`config.mk`:
```
export PLATFORM = sky130hd
export DESIGN_NAME = anchor_gap_run_splitter
export DESIGN_NICKNAME = d
export VERILOG_FILES = /design/src/sv/agrs_pkg.sv /design/src/sv/agrs_front.sv /design/src/sv/agrs_queue.sv /design/src/sv/agrs_back.sv /design/src/sv/anchor_gap_run_splitter.sv
export VERILOG_INCLUDE_DIRS = /design/src /design/src/sv
export SDC_FILE = /design/constraint.sdc
export NUM_CORES = 1
export LEC_CHECK = 0
export BUFFER_PORTS_ARGS = -buffer_cell sky130_fd_sc_hd__clkbuf_2
export CAP_MARGIN = 40
export CORE_UTILIZATION = 40
export CTS_BUF_LIST = sky130_fd_sc_hd__clkbuf_4 sky130_fd_sc_hd__clkbuf_8
export CTS_CLUSTER_DIAMETER = 150
export DETAILED_ROUTE_END_ITERATION = 16
export PLACE_DENSITY = 0.55
export SYNTH_ARGS = -nofsm -noshare
export SYNTH_HDL_FRONTEND = slang
export SYNTH_HIERARCHICAL = 1
export SYNTH_SLANG_ARGS = --single-unit
export TNS_END_PERCENT = 10
```
`constraint.sdc`:
```
create_clock -name clk -period 9.1 [get_ports clk]
set_clock_uncertainty 0.15 [all_clocks]
set_input_delay 0 -clock clk [delete_from_list [all_inputs] [get_ports clk]]
set_output_delay 0 -clock clk [all_outputs]
set_load 0.02 [all_outputs]
```
`src/sv/assert_macros.svh`:
```
// ---------------------------------------------------------------------------
// Assertion macros
// Shared concurrent assertion helpers. They compile away in synthesis.
// ---------------------------------------------------------------------------
`ifndef ASSERT_MACROS_SVH
`define ASSERT_MACROS_SVH

`ifndef SYNTHESIS
// Property must hold at every clock edge outside reset.
`define ASSERT_PROP(label, clk, rst, prop, msg) \
  label: assert property (@(posedge clk) disable iff (rst) (prop)) else $error(msg);
// Expression must never be true outside reset.
`define ASSERT_NEVER(label, clk, rst, expr, msg) \
  label: assert property (@(posedge clk) disable iff (rst) !(expr)) else $error(msg);
`else
`define ASSERT_PROP(label, clk, rst, prop, msg)
`define ASSERT_NEVER(label, clk, rst, expr, msg)
`endif

`endif

```
`src/sv/agrs_pkg.sv`:
```
// ---------------------------------------------------------------------------
// Anchor gap run splitter package
// Field widths, queue sizing and the command passed from front to back.
// ---------------------------------------------------------------------------
package agrs_pkg;

  // Field widths of the stream items.
  localparam int RankW     = 32;
  localparam int NodeLenW  = 32;
  localparam int RunLenW   = 33;
  localparam int CfgW      = 48;
  localparam int InDataW   = 64;
  localparam int OutDataW  = 72;

  // Command queue between front and back.
  localparam int QueueDepth = 4;
  localparam int QueuePtrW  = $clog2(QueueDepth);
  localparam int QueueCntW  = $clog2(QueueDepth + 1);

  // Results caused by one step: an optional closed run, then an optional
  // end-of-path result. Lengths are worked out from start and end in the back.
  typedef struct packed {
    logic             has_close;
    logic [RankW-1:0] close_start;
    logic [RankW-1:0] close_end;
    logic             has_final;
    logic             final_err;
    logic [RankW-1:0] final_start;
    logic [RankW-1:0] final_end;
  } cmd_t;

  // Queue status seen by the front.
  typedef struct packed {
    logic full;
    logic not_empty;
  } queue_status_t;

endpackage

```
`src/sv/agrs_front.sv`:
```
// ---------------------------------------------------------------------------
// Anchor gap run splitter front
// Accepts steps, tracks the open run and the gap sum, and issues commands.
// ---------------------------------------------------------------------------
module agrs_front #(
  parameter int RANK_BITS = 32,
  parameter int GAP_BITS  = 48
) (
  input  logic                        clk,
  input  logic                        rst,
  input  logic                        accept,
  input  logic [agrs_pkg::RankW-1:0]  rank_in,
  input  logic                        is_anchor,
  input  logic [agrs_pkg::NodeLenW-1:0] node_length,
  input  logic                        last_step,
  input  logic                        cfg_we,
  input  logic [agrs_pkg::CfgW-1:0]   cfg_data,
  output logic                        push,
  output agrs_pkg::cmd_t              cmd
);
  import agrs_pkg::*;

  localparam int CmpW = (GAP_BITS > NodeLenW) ? GAP_BITS : NodeLenW;
  localparam logic [RankW-1:0] RankMask =
    (RANK_BITS >= RankW) ? {RankW{1'b1}} : RankW'((64'd1 << RANK_BITS) - 64'd1);

  logic [GAP_BITS-1:0] max_gap;
  logic                anchor_seen, anchor_seen_next;
  logic                gap_over, gap_over_next;
  logic [RankW-1:0]    open_run_start, open_run_start_next;
  logic [RankW-1:0]    latest_anchor, latest_anchor_next;
  logic [GAP_BITS-1:0] gap_sum, gap_sum_next;

  logic [RankW-1:0]    rank;
  logic [CmpW-1:0]     max_x, sum_x, len_x;
  logic                exceeds;

  assign rank  = rank_in & RankMask;
  assign max_x = CmpW'(max_gap);
  assign sum_x = CmpW'(gap_sum);
  assign len_x = CmpW'(node_length);

  // The limit is passed once the sum already sits above it, or the step's
  // length does not fit in the room left.
  assign exceeds = (sum_x > max_x) || (len_x > (max_x - sum_x));

  // Next state and the results this step causes.
  always_comb begin
    anchor_seen_next    = anchor_seen;
    gap_over_next       = gap_over;
    open_run_start_next = open_run_start;
    latest_anchor_next  = latest_anchor;
    gap_sum_next        = gap_sum;

    cmd.has_close   = is_anchor && anchor_seen && gap_over;
    cmd.close_start = open_run_start;
    cmd.close_end   = latest_anchor;

    if (is_anchor) begin
      if (!anchor_seen || gap_over) begin
        open_run_start_next = rank;
      end
      anchor_seen_next   = 1'b1;
      latest_anchor_next = rank;
      gap_sum_next       = '0;
      gap_over_next      = 1'b0;
    end else if (anchor_seen && !gap_over) begin
      if (exceeds) begin
        gap_over_next = 1'b1;
      end else begin
        gap_sum_next = GAP_BITS'(sum_x + len_x);
      end
    end

    // End of path: report the open run or the missing anchor.
    cmd.has_final   = last_step;
    cmd.final_err   = !anchor_seen_next;
    cmd.final_start = anchor_seen_next ? open_run_start_next : '0;
    cmd.final_end   = anchor_seen_next ? latest_anchor_next : '0;

    if (last_step) begin
      anchor_seen_next    = 1'b0;
      gap_over_next       = 1'b0;
      open_run_start_next = '0;
      latest_anchor_next  = '0;
      gap_sum_next        = '0;
    end
  end

  assign push = accept && (cmd.has_close || cmd.has_final);

  // Run state and the gap limit register.
  always_ff @(posedge clk) begin
    if (rst) begin
      max_gap        <= '0;
      anchor_seen    <= 1'b0;
      gap_over       <= 1'b0;
      open_run_start <= '0;
      latest_anchor  <= '0;
      gap_sum        <= '0;
    end else begin
      if (cfg_we) begin
        max_gap <= GAP_BITS'({{GAP_BITS{1'b0}}, cfg_data});
      end
      if (accept) begin
        anchor_seen    <= anchor_seen_next;
        gap_over       <= gap_over_next;
        open_run_start <= open_run_start_next;
        latest_anchor  <= latest_anchor_next;
        gap_sum        <= gap_sum_next;
      end
    end
  end

endmodule

```
`src/sv/agrs_queue.sv`:
```
// ---------------------------------------------------------------------------
// Anchor gap run splitter command queue
// Small register FIFO that decouples the front from the back.
// ---------------------------------------------------------------------------
module agrs_queue (
  input  logic                     clk,
  input  logic                     rst,
  input  logic                     push,
  input  agrs_pkg::cmd_t           push_cmd,
  input  logic                     pop,
  output agrs_pkg::cmd_t           head,
  output agrs_pkg::queue_status_t  status
);
  import agrs_pkg::*;

  cmd_t                 entries [QueueDepth];
  logic [QueuePtrW-1:0] wr_ptr, rd_ptr;
  logic [QueueCntW-1:0] count;
  logic                 do_pop;

  assign status.full      = (count == QueueCntW'(QueueDepth));
  assign status.not_empty = (count != '0);
  assign head             = entries[rd_ptr];
  assign do_pop           = pop && status.not_empty;

  // Pointers and fill count.
  always_ff @(posedge clk) begin
    if (rst) begin
      wr_ptr <= '0;
      rd_ptr <= '0;
      count  <= '0;
    end else begin
      if (push) begin
        wr_ptr <= (wr_ptr == QueuePtrW'(QueueDepth - 1)) ? '0 : wr_ptr + 1'b1;
      end
      if (do_pop) begin
        rd_ptr <= (rd_ptr == QueuePtrW'(QueueDepth - 1)) ? '0 : rd_ptr + 1'b1;
      end
      if (push && !do_pop) begin
        count <= count + 1'b1;
      end else if (!push && do_pop) begin
        count <= count - 1'b1;
      end
    end
  end

  // Entry storage.
  always_ff @(posedge clk) begin
    if (push) begin
      entries[wr_ptr] <= push_cmd;
    end
  end

endmodule

```
`src/sv/agrs_back.sv`:
```
// ---------------------------------------------------------------------------
// Anchor gap run splitter back
// Turns queued commands into result items in an output register.
// ---------------------------------------------------------------------------
module agrs_back #(
  parameter int RANK_BITS = 32
) (
  input  logic                          clk,
  input  logic                          rst,
  input  logic                          q_valid,
  input  agrs_pkg::cmd_t                head,
  output logic                          pop,
  output logic                          out_valid,
  input  logic                          out_ready,
  output logic [agrs_pkg::RankW-1:0]    out_start,
  output logic [agrs_pkg::RunLenW-1:0]  out_len,
  output logic                          out_err,
  output logic                          out_last
);
  import agrs_pkg::*;

  // Rank differences are taken modulo 2^RANK_BITS; beyond the result width
  // only the low bits matter.
  localparam int DiffW = (RANK_BITS < RunLenW) ? RANK_BITS : RunLenW;

  logic               phase;
  logic               load;
  logic               take_close;
  logic [RankW-1:0]   sel_start, sel_end;
  logic [DiffW-1:0]   diff;
  logic [RunLenW-1:0] run_len;

  assign load       = !out_valid || out_ready;
  assign take_close = !phase && head.has_close;
  assign pop        = load && q_valid && !(take_close && head.has_final);

  assign sel_start = take_close ? head.close_start : head.final_start;
  assign sel_end   = take_close ? head.close_end : head.final_end;
  assign diff      = DiffW'(sel_end) - DiffW'(sel_start);
  assign run_len   = RunLenW'(RunLenW'(diff) + RunLenW'(1));

  // Output valid and the position within a two-result command.
  always_ff @(posedge clk) begin
    if (rst) begin
      out_valid <= 1'b0;
      phase     <= 1'b0;
    end else if (load) begin
      out_valid <= q_valid;
      if (q_valid) begin
        phase <= take_close && head.has_final;
      end
    end
  end

  // Result payload.
  always_ff @(posedge clk) begin
    if (load && q_valid) begin
      out_start <= sel_start;
      if (take_close) begin
        out_len  <= run_len;
        out_err  <= 1'b0;
        out_last <= 1'b0;
      end else begin
        out_len  <= head.final_err ? '0 : run_len;
        out_err  <= head.final_err;
        out_last <= 1'b1;
      end
    end
  end

endmodule

```
`src/sv/anchor_gap_run_splitter.sv`:
```
// ---------------------------------------------------------------------------
// Anchor gap run splitter
// Groups the anchor steps of a path into runs split at oversized gaps.
// ---------------------------------------------------------------------------
// Usage:
//   Steps enter on the s_ stream in rank order, one item per step. s_tlast
//   marks the final step of a path; s_tuser says whether the step is an
//   anchor. Results leave on the m_ stream; m_tlast marks the final result
//   of a path and m_tuser flags a path that had no anchor (start and length
//   are then zero). The gap limit is written on the cfg channel, which is
//   always ready, and should only change while the block is idle.
//   Throughput is one step per cycle while the command queue has room.
//   A step yields zero, one or two results; a step with two results holds
//   the output for both of them. The front updates the run state and
//   enqueues a command at the accepting edge, and the back loads the output
//   register from the queue head once that register is free.
//   Reset clears the run state, the gap limit and the four-entry command
//   queue. When the receiver stalls the queue fills, and s_tready drops once
//   it holds four commands.
// ---------------------------------------------------------------------------
module anchor_gap_run_splitter #(
  parameter int RANK_BITS = 32,
  parameter int GAP_BITS  = 48
) (
  input  logic                          clk,
  input  logic                          rst,
  // Step stream.
  input  logic                          s_tvalid,
  output logic                          s_tready,
  input  logic [agrs_pkg::InDataW-1:0]  s_tdata,  // rank[31:0], node_length[63:32]
  input  logic                          s_tuser,  // is_anchor
  input  logic                          s_tlast,
  // Result stream.
  output logic                          m_tvalid,
  input  logic                          m_tready,
  output logic [agrs_pkg::OutDataW-1:0] m_tdata,  // start_rank[31:0], run_length[64:32], zeros
  output logic                          m_tuser,  // no_anchor_error
  output logic                          m_tlast,
  // Gap limit write channel.
  input  logic                          cfg_valid,
  output logic                          cfg_ready,
  input  logic [agrs_pkg::CfgW-1:0]     cfg_data
);
  import agrs_pkg::*;

  `include "assert_macros.svh"

  logic                accept;
  logic                push;
  cmd_t                push_cmd;
  cmd_t                head;
  queue_status_t       q_status;
  logic                pop;
  logic [RankW-1:0]    out_start;
  logic [RunLenW-1:0]  out_len;

  assign s_tready  = !q_status.full;
  assign accept    = s_tvalid && s_tready;
  assign cfg_ready = 1'b1;

  // Front: run tracking.
  agrs_front #(
    .RANK_BITS(RANK_BITS),
    .GAP_BITS (GAP_BITS)
  ) u_front (
    .clk        (clk),
    .rst        (rst),
    .accept     (accept),
    .rank_in    (s_tdata[RankW-1:0]),
    .is_anchor  (s_tuser),
    .node_length(s_tdata[RankW+NodeLenW-1:RankW]),
    .last_step  (s_tlast),
    .cfg_we     (cfg_valid && cfg_ready),
    .cfg_data   (cfg_data),
    .push       (push),
    .cmd        (push_cmd)
  );

  // Command queue.
  agrs_queue u_queue (
    .clk     (clk),
    .rst     (rst),
    .push    (push),
    .push_cmd(push_cmd),
    .pop     (pop),
    .head    (head),
    .status  (q_status)
  );

  // Back: result output.
  agrs_back #(
    .RANK_BITS(RANK_BITS)
  ) u_back (
    .clk      (clk),
    .rst      (rst),
    .q_valid  (q_status.not_empty),
    .head     (head),
    .pop      (pop),
    .out_valid(m_tvalid),
    .out_ready(m_tready),
    .out_start(out_start),
    .out_len  (out_len),
    .out_err  (m_tuser),
    .out_last (m_tlast)
  );

  assign m_tdata = {{(OutDataW - RankW - RunLenW){1'b0}}, out_len, out_start};

  // The front only pushes when the queue has room.
  `ASSERT_NEVER(a_queue_no_overflow, clk, rst, push && q_status.full,
                "command pushed into a full queue")

  // A missing-anchor result ends its path and carries no run.
  `ASSERT_PROP(a_error_result_form, clk, rst,
               (m_tvalid && m_tuser) |-> (m_tlast && (m_tdata == '0)),
               "malformed no-anchor result")

  // A queued command reaches the output as soon as the output is free.
  `ASSERT_PROP(a_back_drains_queue, clk, rst,
               (q_status.not_empty && (!m_tvalid || m_tready)) |=> m_tvalid,
               "back failed to take a queued command")

endmodule
```
==> run metrics, run 1 <==
DP HPWL=between 60 and 70 mm; RSZ-0062 raised after global routing=false; Slew @ Worst Pin=0.9349 ns; Avg Inst Size Synth=~13 um^2; max-cap viol count=0; CP Max Fanout=29; Post-synth EDFFs=~590; initial DRC count=approximately 1.9k; GPL Wtd Cong=about 0.93; FF+latch area=21220 um^2; CTS resizes=0; dpl cells=4325; CTS Hold Bufs=~310; most common flop cell mapped by yosys=edfxtp_1; WP data required=~9.5 ns; Final period util=about 75%; Async SR Flop Fraction=0%; YS warnings=6; P per Cell Area=about 290 nW/um^2; Slew Viols, Final=0; CP startpoint kind=register; critical path's slowest cell=dfxtp_4; CTS H-tree depth=4; Max-slew headroom=37.67%; vias per cell=around 5.5; worst setup margin=around 2.3 ns; grt ovf=0; Worst-path clk slew=0.06 ns; sequential share of the synthesized area=between 50% and 60%; Clock Path Buffers=3; final setup fails=0; cells after synthesis=3007; CP cell instances=mux4_2 > nand2b_4 > buf_4 > mux2_2 > ha_1 > nor2b_1 > o2111ai_1 > a211oi_1 > a211oi_2 > nand4b_1 > or4_1 > nor4_1 > nand4_1 > xnor2_1 > nor2_1; Hold Vio Cnt, Final=0; data arrival time of the worst path=just over 7 ns; flops & latches, synth=764; critical path type=reg -> reg; dpl ws=around 2.2 ns; multi-input logic area=between 15000 and 20000 um^2; status=finished clean; Avg WL per Cell=around 22 um; chip height=approximately 310 um; ANT nets after route=0; layout cell share with drive strength beyond 1=roughly a fifth; Core Region=just over 90000 um^2; full die area=95500 um^2; Critical path buffers and inverters=1; max incr delay on CP=~0.73 ns; Post-CTS Setup Bufs=0; gr usage total=between 20% and 30%; Leak=around 0.017 uW; Residual DRC=0; first-pass GRT wire length=~160 mm; largest net degree at the start of global routing=95; initial antenna violation count=6; delay-heaviest family, CP=simple AND/OR/NAND/NOR gates; FMAX=146.1 MHz; area grow syn2layout=21.75%; Min-Delay Path Class=in -> reg; crit path time final=6.846 ns; CTS tree=yes; post-synthesis cell area=around 38000 um^2; Routed WL=about 110 mm; CP Capture Type=register; CTS buffer count=around 130; Clk Latency, worst-skew pair=0.80 ns; DRT Pass-1 Iters=6; Final Util=49.19%; Netlist cell types=between 90 and 100; Ports=between 150 and 200; DR vias=about 27k; Final #Nets=3790; clk sinks=764; number of global-route vias before repair=approximately 28k; Max VDD drop=~0.15 mV; row count=around 110; Root Buffer=clkbuf_8; number of fill cells=a little over 8k; Die Wd=around 300 um; worst hold slack=0.07439 ns; I/O Buffers=approximately 190; initial core utilization=40.40%; Non-Filler Instances=between 4k and 5k; Setup TNS Final=0 ns
-- layout by cell type, fill, tap and decap left out, drive strengths merged, types with 44 or more instances in the layout --
master | netlist | layout
dfxtp | 173 | 173
o21ai | 119 | 119
inv | 104 | 113
nand3 | 68 | 68
nand2 | 263 | 263
ha | 150 | 150
nand4 | 55 | 55
nor2 | 231 | 231
mux4 | 131 | 131
clkbuf | 110 | 391
edfxtp | 591 | 591
a21oi | 197 | 197
a22oi | 67 | 67
buf | 61 | 44
xnor2 | 67 | 67
a21o | 64 | 64
mux2i | 85 | 85
dlygate4sd3 | 0 | 311
-- cells by family (layout without fill, tap and decap cells) --
group / count (synthesis) / count (layout) / share of synthesized area (%)
fa+ha+maj: 154 / 154 / 5.190
mux: 251 / 251 / 11.13
compound gates: 619 / 619 / 10.80
flops: 764 / 764 / 56.25
buf+inv: 275 / 888 / 3.341
simple gates: 832 / 832 / 10.72
other cells: 2 / 10 / 0.01992
xor+xnor: 110 / 110 / 2.555
-- synthesized netlist by cell type, types with 15 or more instances --
cell type	instances	area share [%]
nand2b_1	15	0.25
inv_1	104	1.0
and2_1	16	0.27
buf_2	23	0.31
nor3_1	26	0.35
nand3b_1	34	0.68
a21o_1	63	1.3
mux2_2	33	0.99
a31oi_1	16	0.27
nand2_1	262	2.6
a22oi_1	67	1.3
ha_1	150	5.0
dfxtp_1	173	9.2
xnor2_1	67	1.6
mux2i_1	85	2.3
o21ai_0	109	1.4
mux4_2	131	7.8
nand4_1	55	0.91
buf_4	15	0.30
or3_1	26	0.43
xor2_1	43	1.0
nor2_1	231	2.3
and3_1	22	0.36
a21oi_1	192	2.5
edfxtp_1	591	47
clkbuf_1	110	1.1
o21a_1	21	0.42
nand3_1	68	0.90
-- area by class of cell --
class,count,share of cell area [%]
diodes,2,0.01090
inverters,104,0.8503
well taps,1254,3.418
clock buffers,206,5.372
clock inverters,38,0.8885
multi-input cells,1974,33.42
repair buffers,540,9.825
flip-flops and latches,764,46.22
-- state kept, by name (all words and copies together) (netlist names), 2 cells and up, named ones only --
register                flops
u_back/out_len             33
u_back/out_start           32
u_front/gap_sum            48
u_front/latest_anchor      32
u_front/max_gap            48
u_front/open_run_start     32
u_queue/count               3
u_queue/entries           524
u_queue/rd_ptr              2
u_queue/wr_ptr              2
-- final timing paths --
kind	from	endpoint	slack (ns)	depth (start not counted)
min	s_tdata[12]	u_queue/entries[0][44]	0.07	4
max	register	u_back/out_len[30]	2.25	15
max reg2reg	register	u_back/out_len[30]	2.25	15
min reg2reg	u_queue/rd_ptr[0]	register	0.35	2
-- metal layers --
metal | GRT usage (%) | part of all wire, % | up-vias
met3 | 3.706 | 5.5 | 200
met1 | 29.51 | 43 | 13490
met5 | 0 | 0.028 | -
met4 | 7.656 | 2.8 | 6
li1 | - | - | 12480
met2 | 38.67 | 49 | 894
-- stage by stage --
step	instance area (um^2)	total power, uW
detailed placement	39920	9754
floorplan	37730	8238
CTS	45900	13270
finish	45910	13160
global placement	39680	9670
global route	45910	13900
-- worst reg2reg max path, cell delays in order, from the launching register on --
cell and delay [ns]:
dfxtp_4 0.73, mux4_2 0.62, nand2b_4 0.44, buf_4 0.61, mux2_2 0.44, ha_1 0.26, nor2b_1 0.14, o2111ai_1 0.55
a211oi_1 0.19, a211oi_2 0.38, nand4b_1 0.33, or4_1 0.65, nor4_1 0.66, nand4_1 0.21, xnor2_1 0.18, nor2_1 0.05
-- power by group --
group          total (uW)  switching (uW)  internal, uW
Combinational        5410            3340          2070
Clock                3360            1460          1900
Sequential           4390             158          4230
Total               13200            4960          8190
Note: power is estimated with default switching activity, not from simulation.
==> run 2: changes to the inputs <==
Clock period 9.1 ns to 7 ns, I/O delays scaled along.
==> run metrics, run 2 (synthesis gave the netlist of run 1 again) <==
status=finished clean; Post-CTS Setup Bufs=0 (unchanged); Max-slew headroom=39.31% (+1.6 points); Worst-path clk slew=0.06 ns (about the same); P per Cell Area=365.5 nW/um^2 (+28%); Die Wd=309.0 um (unchanged); dpl ws=0.5535 ns (-1.597 ns); Core Region=93330 um^2 (unchanged); grt ovf=0 (unchanged); CTS Hold Bufs=335 (+7.7%); Non-Filler Instances=4915 (+0.68%); max-cap viol count=0 (unchanged); Ports=196 (unchanged); Slew Viols, Final=0 (unchanged); Root Buffer=clkbuf_8; Reg-to-Reg Start=u_front/gap_sum[10]; area grow syn2layout=22.49%; I/O Buffers=187 (unchanged); Seq pwr share=33.6% (+0.2 points); CTS tree=yes; flip-flop count of the largest register after layout=524 (unchanged); multi-input logic area=15340 um^2 (unchanged); dpl cells=4328 (+0.069%); DP HPWL=67.42 mm (-2.1%); initial core utilization=40.40% (unchanged); critical path type=reg -> reg; RSZ-0062 raised after global routing=false; CP Capture Type=register; Critical path buffers and inverters=2 (+1); CTS resizes=0 (unchanged); row count=112 (unchanged); Clock Path Buffers=3 (unchanged); Biggest register=u_queue/entries; stages on the worst setup path=25 (+10); GPL Wtd Cong=0.8986 (-3.4%); chip height=309.0 um (unchanged); largest net degree at the start of global routing=131 (+38%); Final period util=92.59% (+17 points); WP data required=7.58 ns (-1.89 ns); max incr delay on CP=0.55 ns (-0.18 ns); FMAX=154.3 MHz (+5.6%); layout cell share with drive strength beyond 1=18.64% (-0.027 points); CP startpoint kind=register; register-to-register setup slack=0.52 ns (-1.73 ns); Leak=0.01730 uW (+0.78%); Residual DRC=0 (unchanged); critical path's slowest cell=buf_4; DRT Pass-1 Iters=5 (-1); CTS buffer count=134 (+0.75%); clk sinks=764 (unchanged); Min-Delay Path Class=in -> reg; DR vias=27.09k (+0.066%); initial DRC count=1939 (+1.8%); CTS H-tree depth=4 (unchanged); Worst Setup EP=u_front/gap_sum[21]; Clk Latency, worst-skew pair=0.84 ns (+0.04 ns); Setup TNS Final=0 ns (unchanged); most frequent cells in the layout=edfxtp_1, dlygate4sd3_1, nand2_1, nor2_1, a21oi_1; vias per cell=5.511 (-0.61%); P_sw=6347 uW (+28%); Final Util=49.49% (+0.30 points); gr usage total=22.44% (-0.33 points); Routed WL=106.7 mm (-1.4%); CP Max Fanout=54 (+86%); ANT nets after route=0 (unchanged); worst setup margin=0.5190 ns (-1.735 ns); data arrival time of the worst path=7.06 ns (-0.15 ns); crit path time final=6.481 ns (-0.3652 ns); first-pass GRT wire length=162.9 mm (-0.78%); final setup fails=0 (unchanged); switch share=37.60% (-0.11 points); number of fill cells=8211 (-0.27%); registers with the most flip-flops=u_queue/entries x524, u_front/gap_sum x48, u_front/max_gap x48; Avg WL per Cell=21.72 um (-2.0%); initial antenna violation count=4 (-2); worst hold slack=0.07109 ns (-0.003296 ns); worst reg2reg path depth=25 (+10); Max VDD drop=0.2311 mV (+58%); number of global-route vias before repair=28.11k (+0.98%); CP startpoint=u_front/gap_sum[10]; Hold Vio Cnt, Final=0 (unchanged); Final #Nets=3820 (+0.79%); full die area=95500 um^2 (unchanged); delay-heaviest family, CP=compound AO/OA/AOI/OAI gates; FF+latch area=21220 um^2 (unchanged); Clk pwr share=25.2% (-0.3 points); Worst R2R End=u_front/gap_sum[21]; Comb pwr share=41.2% (about the same); internal power=10530 uW (+29%); commonest non-fill, non-tap cell in the layout=edfxtp_1; Slew @ Worst Pin=0.9084 ns (-0.02649 ns)
==> run 2: how the worst min path moves through the flow <==
stage                 startpoint                      to  slack [ns]  depth (start not counted)
floorplan                    rst        u_back/out_valid       -0.08                          1
global placement    cfg_data[21]     u_front/max_gap[21]        0.08                          3
detailed placement  cfg_data[28]     u_front/max_gap[28]        0.09                          3
CTS                  s_tdata[18]  u_queue/entries[2][50]       0.001                          4
global route         s_tdata[14]  u_queue/entries[2][46]        0.05                          4
finish               s_tdata[19]  u_queue/entries[0][19]        0.07                          4
==> run 2: stage by stage <==
stage	power (uW)	instance area, um^2
floorplan	10710	37730
global route	17870	46190
detailed placement	12550	39980
finish	16880	46190
CTS	17020	46160
global placement	12460	39750
==> run 2: layer usage <==
metal	GRT usage, %	share of wire, %	wire length, um	vias up
li1	-	-	-	12560
met1	28.34	43	45460	13510
met2	38.47	49	52530	827
met3	3.597	5.0	5292	193
met4	8.738	3.2	3431	6
met5	0	0.032	34	-
==> run 2: worst register-to-register path: cells and delay by family, from the launching register on <==
kind                       cells  cell delay [ns]
xor gates and xnor gates       1             0.14
and+or+nand+nor                9             1.43
muxes                          1             0.41
AOI/OAI and AO/OA             10             2.49
DFF                            1             0.37
buffers and inverters          2             0.66
adders and majority gates      2             0.73
==> run 2: power groups by stage <==
stage / Sequential [uW] / Combinational, uW / Clock (uW)
floorplan: 6000 / 4710 / 0
global placement: 5760 / 6700 / 0
detailed placement: 5780 / 6770 / 0
CTS: 5690 / 6960 / 4370
global route: 5720 / 7570 / 4580
finish: 5670 / 6950 / 4260
==> run 2: layout make-up <==
type,instances,share of cell area (%)
repair buffers,569,10.46
inverters,104,0.8452
multi-input cells,1974,33.21
well taps,1254,3.397
clock inverters,45,0.8506
clock buffers,202,5.274
flip-flops and latches,764,45.94
diodes,3,0.01625
